File: src/rtl/ptd_pkg.sv
`default_nettype none
package ptd_pkg;

  // table geometry
  localparam int unsigned MaxTasks = 16;
  localparam int unsigned IdxW     = (MaxTasks > 1) ? $clog2(MaxTasks) : 1;
  localparam int unsigned CntW     = $clog2(MaxTasks + 1);

  // payload field widths
  localparam int unsigned KindW   = 3;
  localparam int unsigned TimeW   = 32;
  localparam int unsigned IdW     = 16;
  localparam int unsigned PeriodW = 31;
  localparam int unsigned OccW    = 7;

  // depth of the small queues on both sides of the engine
  localparam int unsigned QDepth = 2;
  localparam int unsigned QPtrW  = $clog2(QDepth);
  localparam int unsigned QCntW  = $clog2(QDepth + 1);

  // item kind codes
  localparam logic [KindW-1:0] KIND_TICK       = 3'd0;
  localparam logic [KindW-1:0] KIND_ADD        = 3'd1;
  localparam logic [KindW-1:0] KIND_REMOVE     = 3'd2;
  localparam logic [KindW-1:0] KIND_SET_PERIOD = 3'd3;
  localparam logic [KindW-1:0] KIND_SET_ENABLE = 3'd4;
  localparam logic [KindW-1:0] KIND_CLEAR      = 3'd5;

  typedef enum logic [2:0] {
    OP_TICK,
    OP_ADD,
    OP_REMOVE,
    OP_SET_PERIOD,
    OP_SET_ENABLE,
    OP_CLEAR,
    OP_NOP
  } op_e;

  typedef struct packed {
    logic [KindW-1:0]   kind;
    logic [TimeW-1:0]   now;
    logic [IdW-1:0]     task_id;
    logic [PeriodW-1:0] period;
    logic               enable;
  } in_item_t;

  typedef struct packed {
    logic [IdW-1:0]  fired_id;
    logic            fired;
    logic [OccW-1:0] fired_count;
    logic            ok;
    logic [OccW-1:0] occupancy;
    logic            last;
  } out_item_t;

  // classified command handed from front to engine
  typedef struct packed {
    op_e                op;
    logic [TimeW-1:0]   now;
    logic [IdW-1:0]     task_id;
    logic [PeriodW-1:0] period;
    logic               enable;
  } cmd_t;

  typedef struct packed {
    logic [IdW-1:0]     task_id;
    logic [PeriodW-1:0] period;
    logic [TimeW-1:0]   last_run;
    logic               enable;
  } slot_t;

  function automatic op_e classify(logic [KindW-1:0] kind);
    op_e op;
    unique case (kind)
      KIND_TICK:       op = OP_TICK;
      KIND_ADD:        op = OP_ADD;
      KIND_REMOVE:     op = OP_REMOVE;
      KIND_SET_PERIOD: op = OP_SET_PERIOD;
      KIND_SET_ENABLE: op = OP_SET_ENABLE;
      KIND_CLEAR:      op = OP_CLEAR;
      default:         op = OP_NOP;
    endcase
    return op;
  endfunction

endpackage
`default_nettype wire

File: src/rtl/periodic_task_dispatcher.sv
`default_nettype none
// periodic task dispatcher
//
// input channel: an item is taken on a clock edge with push high and full low.
//   item.kind selects tick, add, remove, set period, set enable or clear all.
// result channel: the oldest result sits on result while empty is low and is
//   taken on a clock edge with pop high and empty low.
// a tick walks the task table in insertion order, one entry per cycle unless
//   a due task meets a full result queue, and gives one beat per due task
//   (last set on the final one) or a single beat with fired low when nothing
//   is due. every other kind gives one beat.
// an item passes through the input queue to the engine; add, set period,
//   set enable and remove walk the table until the id is found, and remove
//   then moves the entries behind it up one per cycle. the engine takes a
//   new command only after its last reply, so its table walk sets the rate.
// both sides carry two-entry queues, so items keep being taken while results
//   wait; a stalled receiver stalls the engine only once its queue is full.
// reset clears the task count, both queues and the engine; the table contents
//   need no reset since only entries below the count are ever read.
module periodic_task_dispatcher (
  input  wire logic               clk_i,
  input  wire logic               rst_ni,
  input  wire logic               push,
  output logic                    full,
  input  wire ptd_pkg::in_item_t  item_i,
  output logic                    empty,
  input  wire logic               pop,
  output ptd_pkg::out_item_t      result_o
);
  import ptd_pkg::*;

  // front to engine
  logic      cmd_valid;
  cmd_t      cmd;
  logic      cmd_pop;

  // engine to result queue
  logic      res_push;
  out_item_t res;
  logic      res_full;

  // input queue with kind decode
  ptd_front u_front (
    .clk_i       (clk_i),
    .rst_ni      (rst_ni),
    .push_i      (push),
    .item_i      (item_i),
    .full_o      (full),
    .cmd_valid_o (cmd_valid),
    .cmd_o       (cmd),
    .cmd_pop_i   (cmd_pop)
  );

  // table owner and sequencer
  ptd_engine u_engine (
    .clk_i       (clk_i),
    .rst_ni      (rst_ni),
    .cmd_valid_i (cmd_valid),
    .cmd_i       (cmd),
    .cmd_pop_o   (cmd_pop),
    .res_push_o  (res_push),
    .res_o       (res),
    .res_full_i  (res_full)
  );

  // result queue toward the receiver
  ptd_resq u_resq (
    .clk_i   (clk_i),
    .rst_ni  (rst_ni),
    .push_i  (res_push),
    .res_i   (res),
    .full_o  (res_full),
    .pop_i   (pop),
    .res_o   (result_o),
    .empty_o (empty)
  );

endmodule
`default_nettype wire

File: src/rtl/ptd_front.sv
`default_nettype none
module ptd_front (
  input  wire logic              clk_i,
  input  wire logic              rst_ni,
  input  wire logic              push_i,
  input  wire ptd_pkg::in_item_t item_i,
  output logic                   full_o,
  output logic                   cmd_valid_o,
  output ptd_pkg::cmd_t          cmd_o,
  input  wire logic              cmd_pop_i
);
  import ptd_pkg::*;

  cmd_t             mem_q [QDepth];
  logic [QPtrW-1:0] wptr_q, wptr_d;
  logic [QPtrW-1:0] rptr_q, rptr_d;
  logic [QCntW-1:0] cnt_q, cnt_d;
  logic             do_push, do_pop;
  cmd_t             cmd_in;

  assign full_o      = (cnt_q == QCntW'(QDepth));
  assign cmd_valid_o = (cnt_q != '0);
  assign cmd_o       = mem_q[rptr_q];
  assign do_push     = push_i && !full_o;
  assign do_pop      = cmd_pop_i && cmd_valid_o;

  // decode the kind on the way in
  always_comb begin
    cmd_in.op      = classify(item_i.kind);
    cmd_in.now     = item_i.now;
    cmd_in.task_id = item_i.task_id;
    cmd_in.period  = item_i.period;
    cmd_in.enable  = item_i.enable;
  end

  always_comb begin
    wptr_d = do_push ? wptr_q + 1'b1 : wptr_q;
    rptr_d = do_pop  ? rptr_q + 1'b1 : rptr_q;
    cnt_d  = cnt_q;
    if (do_push && !do_pop) begin
      cnt_d = cnt_q + 1'b1;
    end else if (do_pop && !do_push) begin
      cnt_d = cnt_q - 1'b1;
    end
  end

  always_ff @(posedge clk_i or negedge rst_ni) begin
    if (!rst_ni) begin
      wptr_q <= '0;
      rptr_q <= '0;
      cnt_q  <= '0;
    end else begin
      wptr_q <= wptr_d;
      rptr_q <= rptr_d;
      cnt_q  <= cnt_d;
    end
  end

  always_ff @(posedge clk_i) begin
    if (do_push) begin
      mem_q[wptr_q] <= cmd_in;
    end
  end

endmodule
`default_nettype wire

File: src/rtl/ptd_resq.sv
`default_nettype none
module ptd_resq (
  input  wire logic               clk_i,
  input  wire logic               rst_ni,
  input  wire logic               push_i,
  input  wire ptd_pkg::out_item_t res_i,
  output logic                    full_o,
  input  wire logic               pop_i,
  output ptd_pkg::out_item_t      res_o,
  output logic                    empty_o
);
  import ptd_pkg::*;

  out_item_t        mem_q [QDepth];
  logic [QPtrW-1:0] wptr_q, wptr_d;
  logic [QPtrW-1:0] rptr_q, rptr_d;
  logic [QCntW-1:0] cnt_q, cnt_d;
  logic             do_push, do_pop;

  assign full_o  = (cnt_q == QCntW'(QDepth));
  assign empty_o = (cnt_q == '0);
  assign res_o   = mem_q[rptr_q];
  assign do_push = push_i && !full_o;
  assign do_pop  = pop_i && !empty_o;

  always_comb begin
    wptr_d = do_push ? wptr_q + 1'b1 : wptr_q;
    rptr_d = do_pop  ? rptr_q + 1'b1 : rptr_q;
    cnt_d  = cnt_q;
    if (do_push && !do_pop) begin
      cnt_d = cnt_q + 1'b1;
    end else if (do_pop && !do_push) begin
      cnt_d = cnt_q - 1'b1;
    end
  end

  always_ff @(posedge clk_i or negedge rst_ni) begin
    if (!rst_ni) begin
      wptr_q <= '0;
      rptr_q <= '0;
      cnt_q  <= '0;
    end else begin
      wptr_q <= wptr_d;
      rptr_q <= rptr_d;
      cnt_q  <= cnt_d;
    end
  end

  always_ff @(posedge clk_i) begin
    if (do_push) begin
      mem_q[wptr_q] <= res_i;
    end
  end

  a_cnt_bound: assert property (@(posedge clk_i) disable iff (!rst_ni)
    cnt_q <= QCntW'(QDepth))
    else $error("result queue count out of range");

endmodule
`default_nettype wire

File: src/rtl/ptd_engine.sv
`default_nettype none
module ptd_engine (
  input  wire logic          clk_i,
  input  wire logic          rst_ni,
  input  wire logic          cmd_valid_i,
  input  wire ptd_pkg::cmd_t cmd_i,
  output logic               cmd_pop_o,
  output logic               res_push_o,
  output ptd_pkg::out_item_t res_o,
  input  wire logic          res_full_i
);
  import ptd_pkg::*;

  typedef enum logic [4:0] {
    S_IDLE  = 5'b00001,
    S_TICK  = 5'b00010,
    S_FIND  = 5'b00100,
    S_SHIFT = 5'b01000,
    S_REPLY = 5'b10000
  } state_e;

  state_e          state_q, state_d;
  logic [CntW-1:0] idx_q, idx_d;
  logic [CntW-1:0] cnt_q, cnt_d;
  logic [CntW-1:0] fcnt_q, fcnt_d;
  logic            pend_q, pend_d;
  logic            ok_q, ok_d;
  cmd_t            cmd_q, cmd_d;
  out_item_t       pend_res_q, pend_res_d;

  slot_t           table_q [MaxTasks];
  logic [CntW-1:0] rd_idx;
  slot_t           rd_entry;
  logic            wr_en;
  logic [IdxW-1:0] wr_idx;
  slot_t           wr_data;

  logic [TimeW-1:0] due_time;
  logic             due;
  logic [CntW-1:0]  idx_inc, fcnt_inc;
  logic [OccW-1:0]  occ;

  // single read port; the shift pass looks one entry ahead
  assign rd_idx   = (state_q == S_SHIFT) ? idx_inc : idx_q;
  assign rd_entry = table_q[rd_idx[IdxW-1:0]];
  assign idx_inc  = idx_q + 1'b1;
  assign fcnt_inc = fcnt_q + 1'b1;
  assign occ      = OccW'(cnt_q);
  assign due_time = rd_entry.last_run + TimeW'(rd_entry.period);
  assign due      = rd_entry.enable && (due_time <= cmd_q.now);

  always_comb begin
    state_d    = state_q;
    idx_d      = idx_q;
    cnt_d      = cnt_q;
    fcnt_d     = fcnt_q;
    pend_d     = pend_q;
    ok_d       = ok_q;
    cmd_d      = cmd_q;
    pend_res_d = pend_res_q;
    cmd_pop_o  = 1'b0;
    res_push_o = 1'b0;
    res_o      = '0;
    wr_en      = 1'b0;
    wr_idx     = idx_q[IdxW-1:0];
    wr_data    = rd_entry;

    unique case (state_q)
      S_IDLE: begin
        if (cmd_valid_i) begin
          cmd_pop_o = 1'b1;
          cmd_d     = cmd_i;
          idx_d     = '0;
          fcnt_d    = '0;
          pend_d    = 1'b0;
          unique case (cmd_i.op) inside
            OP_TICK: begin
              state_d = S_TICK;
            end
            OP_ADD, OP_REMOVE, OP_SET_PERIOD, OP_SET_ENABLE: begin
              state_d = S_FIND;
            end
            OP_CLEAR: begin
              cnt_d   = '0;
              ok_d    = 1'b1;
              state_d = S_REPLY;
            end
            default: begin
              ok_d    = 1'b0;
              state_d = S_REPLY;
            end
          endcase
        end
      end

      S_TICK: begin
        if (idx_q == cnt_q) begin
          // end of walk: flush the held result, or report nothing due
          if (!res_full_i) begin
            res_push_o = 1'b1;
            if (pend_q) begin
              res_o      = pend_res_q;
              res_o.last = 1'b1;
            end else begin
              res_o.ok        = 1'b1;
              res_o.occupancy = occ;
              res_o.last      = 1'b1;
            end
            pend_d  = 1'b0;
            state_d = S_IDLE;
          end
        end else if (due) begin
          if (!(pend_q && res_full_i)) begin
            res_push_o                = pend_q;
            res_o                     = pend_res_q;
            wr_en                     = 1'b1;
            wr_data.last_run          = cmd_q.now;
            pend_d                    = 1'b1;
            pend_res_d.fired_id       = rd_entry.task_id;
            pend_res_d.fired          = 1'b1;
            pend_res_d.fired_count    = OccW'(fcnt_inc);
            pend_res_d.ok             = 1'b1;
            pend_res_d.occupancy      = occ;
            pend_res_d.last           = 1'b0;
            fcnt_d                    = fcnt_inc;
            idx_d                     = idx_inc;
          end
        end else begin
          idx_d = idx_inc;
        end
      end

      S_FIND: begin
        if (idx_q == cnt_q) begin
          // id not in table
          ok_d    = 1'b0;
          state_d = S_REPLY;
          if (cmd_q.op == OP_ADD && cnt_q < CntW'(MaxTasks)) begin
            wr_en            = 1'b1;
            wr_idx           = cnt_q[IdxW-1:0];
            wr_data.task_id  = cmd_q.task_id;
            wr_data.period   = cmd_q.period;
            wr_data.last_run = '0;
            wr_data.enable   = cmd_q.enable;
            cnt_d            = cnt_q + 1'b1;
            ok_d             = 1'b1;
          end
        end else if (rd_entry.task_id == cmd_q.task_id) begin
          ok_d    = 1'b1;
          state_d = S_REPLY;
          case (cmd_q.op)
            OP_SET_PERIOD: begin
              wr_en          = 1'b1;
              wr_data.period = cmd_q.period;
            end
            OP_SET_ENABLE: begin
              wr_en          = 1'b1;
              wr_data.enable = cmd_q.enable;
            end
            OP_REMOVE: begin
              state_d = S_SHIFT;
            end
            default: begin
              // duplicate id on add
              ok_d = 1'b0;
            end
          endcase
        end else begin
          idx_d = idx_inc;
        end
      end

      S_SHIFT: begin
        if (idx_inc < cnt_q) begin
          wr_en = 1'b1;
          idx_d = idx_inc;
        end else begin
          cnt_d   = cnt_q - 1'b1;
          ok_d    = 1'b1;
          state_d = S_REPLY;
        end
      end

      S_REPLY: begin
        if (!res_full_i) begin
          res_push_o      = 1'b1;
          res_o.ok        = ok_q;
          res_o.occupancy = occ;
          res_o.last      = 1'b1;
          state_d         = S_IDLE;
        end
      end

      default: begin
        state_d = S_IDLE;
      end
    endcase
  end

  always_ff @(posedge clk_i or negedge rst_ni) begin
    if (!rst_ni) begin
      state_q <= S_IDLE;
      idx_q   <= '0;
      cnt_q   <= '0;
      fcnt_q  <= '0;
      pend_q  <= 1'b0;
      ok_q    <= 1'b0;
    end else begin
      state_q <= state_d;
      idx_q   <= idx_d;
      cnt_q   <= cnt_d;
      fcnt_q  <= fcnt_d;
      pend_q  <= pend_d;
      ok_q    <= ok_d;
    end
  end

  always_ff @(posedge clk_i) begin
    cmd_q      <= cmd_d;
    pend_res_q <= pend_res_d;
    if (wr_en) begin
      table_q[wr_idx] <= wr_data;
    end
  end

  a_cnt_bound: assert property (@(posedge clk_i) disable iff (!rst_ni)
    cnt_q <= CntW'(MaxTasks))
    else $error("task count above table size");

  a_push_room: assert property (@(posedge clk_i) disable iff (!rst_ni)
    res_push_o |-> !res_full_i)
    else $error("result pushed into full queue");

  a_pend_in_tick: assert property (@(posedge clk_i) disable iff (!rst_ni)
    pend_q |-> state_q == S_TICK)
    else $error("held result outside tick walk");

  a_idx_bound: assert property (@(posedge clk_i) disable iff (!rst_ni)
    (state_q == S_TICK || state_q == S_FIND || state_q == S_SHIFT) |-> idx_q <= cnt_q)
    else $error("walk index past table end");

  a_pop_idle: assert property (@(posedge clk_i) disable iff (!rst_ni)
    cmd_pop_o |=> state_q != S_IDLE)
    else $error("command taken but engine stayed idle");

endmodule
`default_nettype wire
File: config.mk
export PLATFORM = sky130hd
export DESIGN_NAME = periodic_task_dispatcher
export DESIGN_NICKNAME = d
export VERILOG_FILES = /design/src/rtl/ptd_pkg.sv /design/src/rtl/periodic_task_dispatcher.sv /design/src/rtl/ptd_front.sv /design/src/rtl/ptd_resq.sv /design/src/rtl/ptd_engine.sv
export SDC_FILE = /design/constraint.sdc
export NUM_CORES = 2
export LEC_CHECK = 0
export BUFFER_PORTS_ARGS = -buffer_cell sky130_fd_sc_hd__buf_2
export CORE_MARGIN = 3
export CORE_UTILIZATION = 44
export DETAILED_ROUTE_END_ITERATION = 7
export GPL_TIMING_DRIVEN = 0
export PLACE_DENSITY = 0.57
export SYNTH_ARGS = -nofsm -noshare
export SYNTH_HDL_FRONTEND = slang
export SYNTH_SLANG_ARGS = --single-unit
File: constraint.sdc
create_clock -name clk_i -period 28 [get_ports clk_i]
set_clock_uncertainty 0.15 [all_clocks]
set_input_delay 5.6 -clock clk_i [delete_from_list [all_inputs] [get_ports clk_i]]
set_output_delay 5.6 -clock clk_i [all_outputs]
set_load 0.005 [all_outputs]
==> results.ini <==
[critical_path]
path_common_cell=buf_4
cp_top_family=buffers and inverters
crit_path_end_kind=register
critical_path_class=register to register
worstPathRequired_ns=28.35
cp_max_fo=13
startpoint_type=register
rrSetupSlack_ns=12.71
slowest_stage=clkbuf_1
path_buf_inv=15
cp_data_arrival_time_ns=15.64
cpPeakStageDelay_ns=0.94

[cts]
holdBufCountCts=0
clockRootBuffer=clkbuf_16
clkLatencyLatePin_ns=0.82
numCtsBuffers=171
cts_setup_buffers=0
cts_resized=0
cts_tree=done
clock_sinks=1643
cts_max_level=4
path_clk_slew_ns=0.06
clockBufferDepth=3

[placed_design]
gp_congestion=0.918
dp_hpwl_microns=137000
place_ws_ns=12.29
port_buffers=117
dp.cells=6075

[power_and_ir_drop]
swShare_pct=29.2
clockPowerShare_pct=32.2
internal_power_mw=4.84
pwr-share-comb_pct=22.3
p_sw_mw=1.99
vdd_drop_max_v=0.0000650
powerDensity_nw_per_um2=84.9
leakagePower_nw=27.1
seq_power_share_pct=45.5

[cells_and_area]
nNetsFinal=4370
final_cells=6382
final_common_cell=edfxtp_1
syn_to_final_growth_pct=16.4
antenna_cells=0
drive_above_1_share_pct=30.3
mostFrequentLayoutCells=edfxtp_1, mux4_2, buf_4, mux2i_1, buf_2
fillers=12400

[sta]
hold_viol=0
drv_slew=0
tightest_slew_ns=1.45
relSlewSlack_pct=3.35
period_needed_ns=15.29
rsz0062_at_grt=false
setup_tns_ns=0
finalCritPeriodShare_pct=54.6
setup_viol=0
max_freq_mhz=65.4
fin_ws_ns=12.71

[global_route]
grt_max_degree=56
grt_pass1_vias=37500
grt_pass1_wl_microns=275000
track_usage_pct=23.8
antenna_found_initial=5
gr-total-overflow=0

[synthesis]
syn_area_per_cell_sq_um=19.2
seq_area_frac_synth_pct=71.1
netlist_instances=3608
synth_enable_flop_cells=1613
synth.top_cell.area_share_pct=70.0
yosys_most_used_dff=edfxtp_1
netlist-cell-type-count=91
synth_warnings=0
synth.area.top_cells=edfxtp_1, mux4_2, mux2i_1
synth_area_sq_um=69200
async_reset_ff_share_pct=1.83
yosys.area.top_type=edfxtp_1
synth_seq_cells=1643

[status]
status=finished, final reports clean

[worst_hold_path]
hp-class=register to register

[run]
maxCapViolations=0

[drt]
first_iter_violations=4278
wire_per_inst_microns=30.1
drtAntennaViolNets=0
route.detailed.drc=0
viasPerCell=5.91
num_vias=37700
firstDrtPassIters=6
routed_wl_microns=192000

[die]
num_rows=144
die_y_microns=402
die-width_microns=402
fp.coreArea_sq_um=155000
num_io_pins=122
start_util_pct=44.6
die_area_sq_um=162000

final timing paths:
path                                            startpoint                                 to  cells after the start
max                        u_engine.state_q[1]$_DFFE_PN0P_  u_engine.table_q[5][30]$_DFFE_PP_                     43
min                         u_engine.fcnt_q[4]$_DFFE_PN0P_     u_engine.fcnt_q[4]$_DFFE_PN0P_                      2
max reg2reg                u_engine.state_q[1]$_DFFE_PN0P_  u_engine.table_q[5][30]$_DFFE_PP_                     43
min reg2reg                 u_engine.fcnt_q[4]$_DFFE_PN0P_     u_engine.fcnt_q[4]$_DFFE_PN0P_                      2
max in group asynchronous                           rst_ni    u_engine.state_q[1]$_DFFE_PN0P_                      1
min in group asynchronous                           rst_ni          u_resq.rptr_q$_DFFE_PN0P_                      1
cell type report:
cell class	count	area, sq um	share of cell area, %
Clock buffer	218	4510	5.60
Clock inverter	87	911	1.13
Sequential cell	1643	49200	61.1
Inverter	68	268	0.333
Multi-Input combinational cell	1715	19000	23.6
Buffer	185	930	1.16
Tap cell	2044	2560	3.18
Timing Repair Buffer	422	3160	3.92
layer usage:
layer / track usage [%] / vias up / wire length (microns) / share of wire, %
li1: - / 15900 / - / -
met1: 34.0 / 20000 / 83000 / 43
met2: 38.1 / 1501 / 91300 / 47
met3: 3.79 / 288 / 12800 / 6.7
met4: 6.65 / 0 / 5320 / 2.8
met5: 0 / - / 0 / 0
Yosys cell counts (31+ instances only):
cell type,count
mux2_2,138
inv_1,66
nand2_1,184
mux4_2,371
clkbuf_1,97
ha_1,75
mux2i_1,225
a21oi_1,70
buf_2,31
nor3_1,38
edfxtp_1,1613
nand3_1,38
nor2_1,85
xnor2_1,62
and2_1,32
o21ai_0,59
per-stage QoR:
| stage | power, mW | area [sq um] | hold slack, ns | util, % |
|---|---|---|---|---|
| after floorplan | 4.11 | 69200 | 0.310 | - |
| after global placement | 4.67 | 72300 | 0.326 | 46.6 |
| after detailed placement | 4.68 | 75000 | 0.351 | 48.4 |
| after CTS | 6.89 | 80400 | 0.363 | 51.9 |
| after global routing | 7.11 | 80500 | 0.388 | 51.9 |
| final | 6.84 | 80500 | 0.359 | 51.9 |
state kept, by name, indices dropped and copies added (netlist names):
name and count:
u_engine.pend_q 1, u_engine.ok_q 1, u_engine.cmd_q 83, u_front.rptr_q 1, u_front.wptr_q 1, u_engine.table_q 1280
u_resq.rptr_q 1, u_resq.cnt_q 2, u_resq.wptr_q 1, u_resq.mem_q 58, u_engine.fcnt_q 5, u_front.mem_q 166
u_engine.idx_q 5, u_engine.cnt_q 5, u_engine.pend_res_q 26, u_front.cnt_q 2, u_engine.state_q 5
cells by family (layout without fill, tap and decap cells):
| kind of cell | Yosys count | in the layout | share of synthesized area, % |
|---|---|---|---|
| AOI/OAI and AO/OA | 319 | 319 | 3.15 |
| xor gates and xnor gates | 82 | 82 | 1.04 |
| adders and majority gates | 77 | 77 | 1.41 |
| buffers and inverters | 253 | 980 | 1.72 |
| DFF | 1643 | 1643 | 71.1 |
| muxes | 766 | 766 | 18.3 |
| other | 1 | 4 | 0.00542 |
| and+or+nand+nor | 467 | 467 | 3.24 |
power by group through the flow:
stage               combinational (mW)  sequential [mW]  clock [mW]
detailed placement                1.52             3.16           0
global placement                  1.48             3.20           0
global route                      1.64             3.12        2.35
finish                            1.52             3.11        2.20
CTS                               1.53             3.11        2.24
floorplan                         1.00             3.11           0
worst reg2reg max path, delay by kind of cell, from the launching register on:
kind | cells | cell delay [ns]
compound gates | 8 | 3.31
xor+xnor | 1 | 0.36
fa+ha+maj | 3 | 0.81
buf+inv | 15 | 4.70
flops | 1 | 0.49
mux | 3 | 1.38
simple gates | 13 | 3.82
Note: power is estimated with default switching activity, not from simulation.
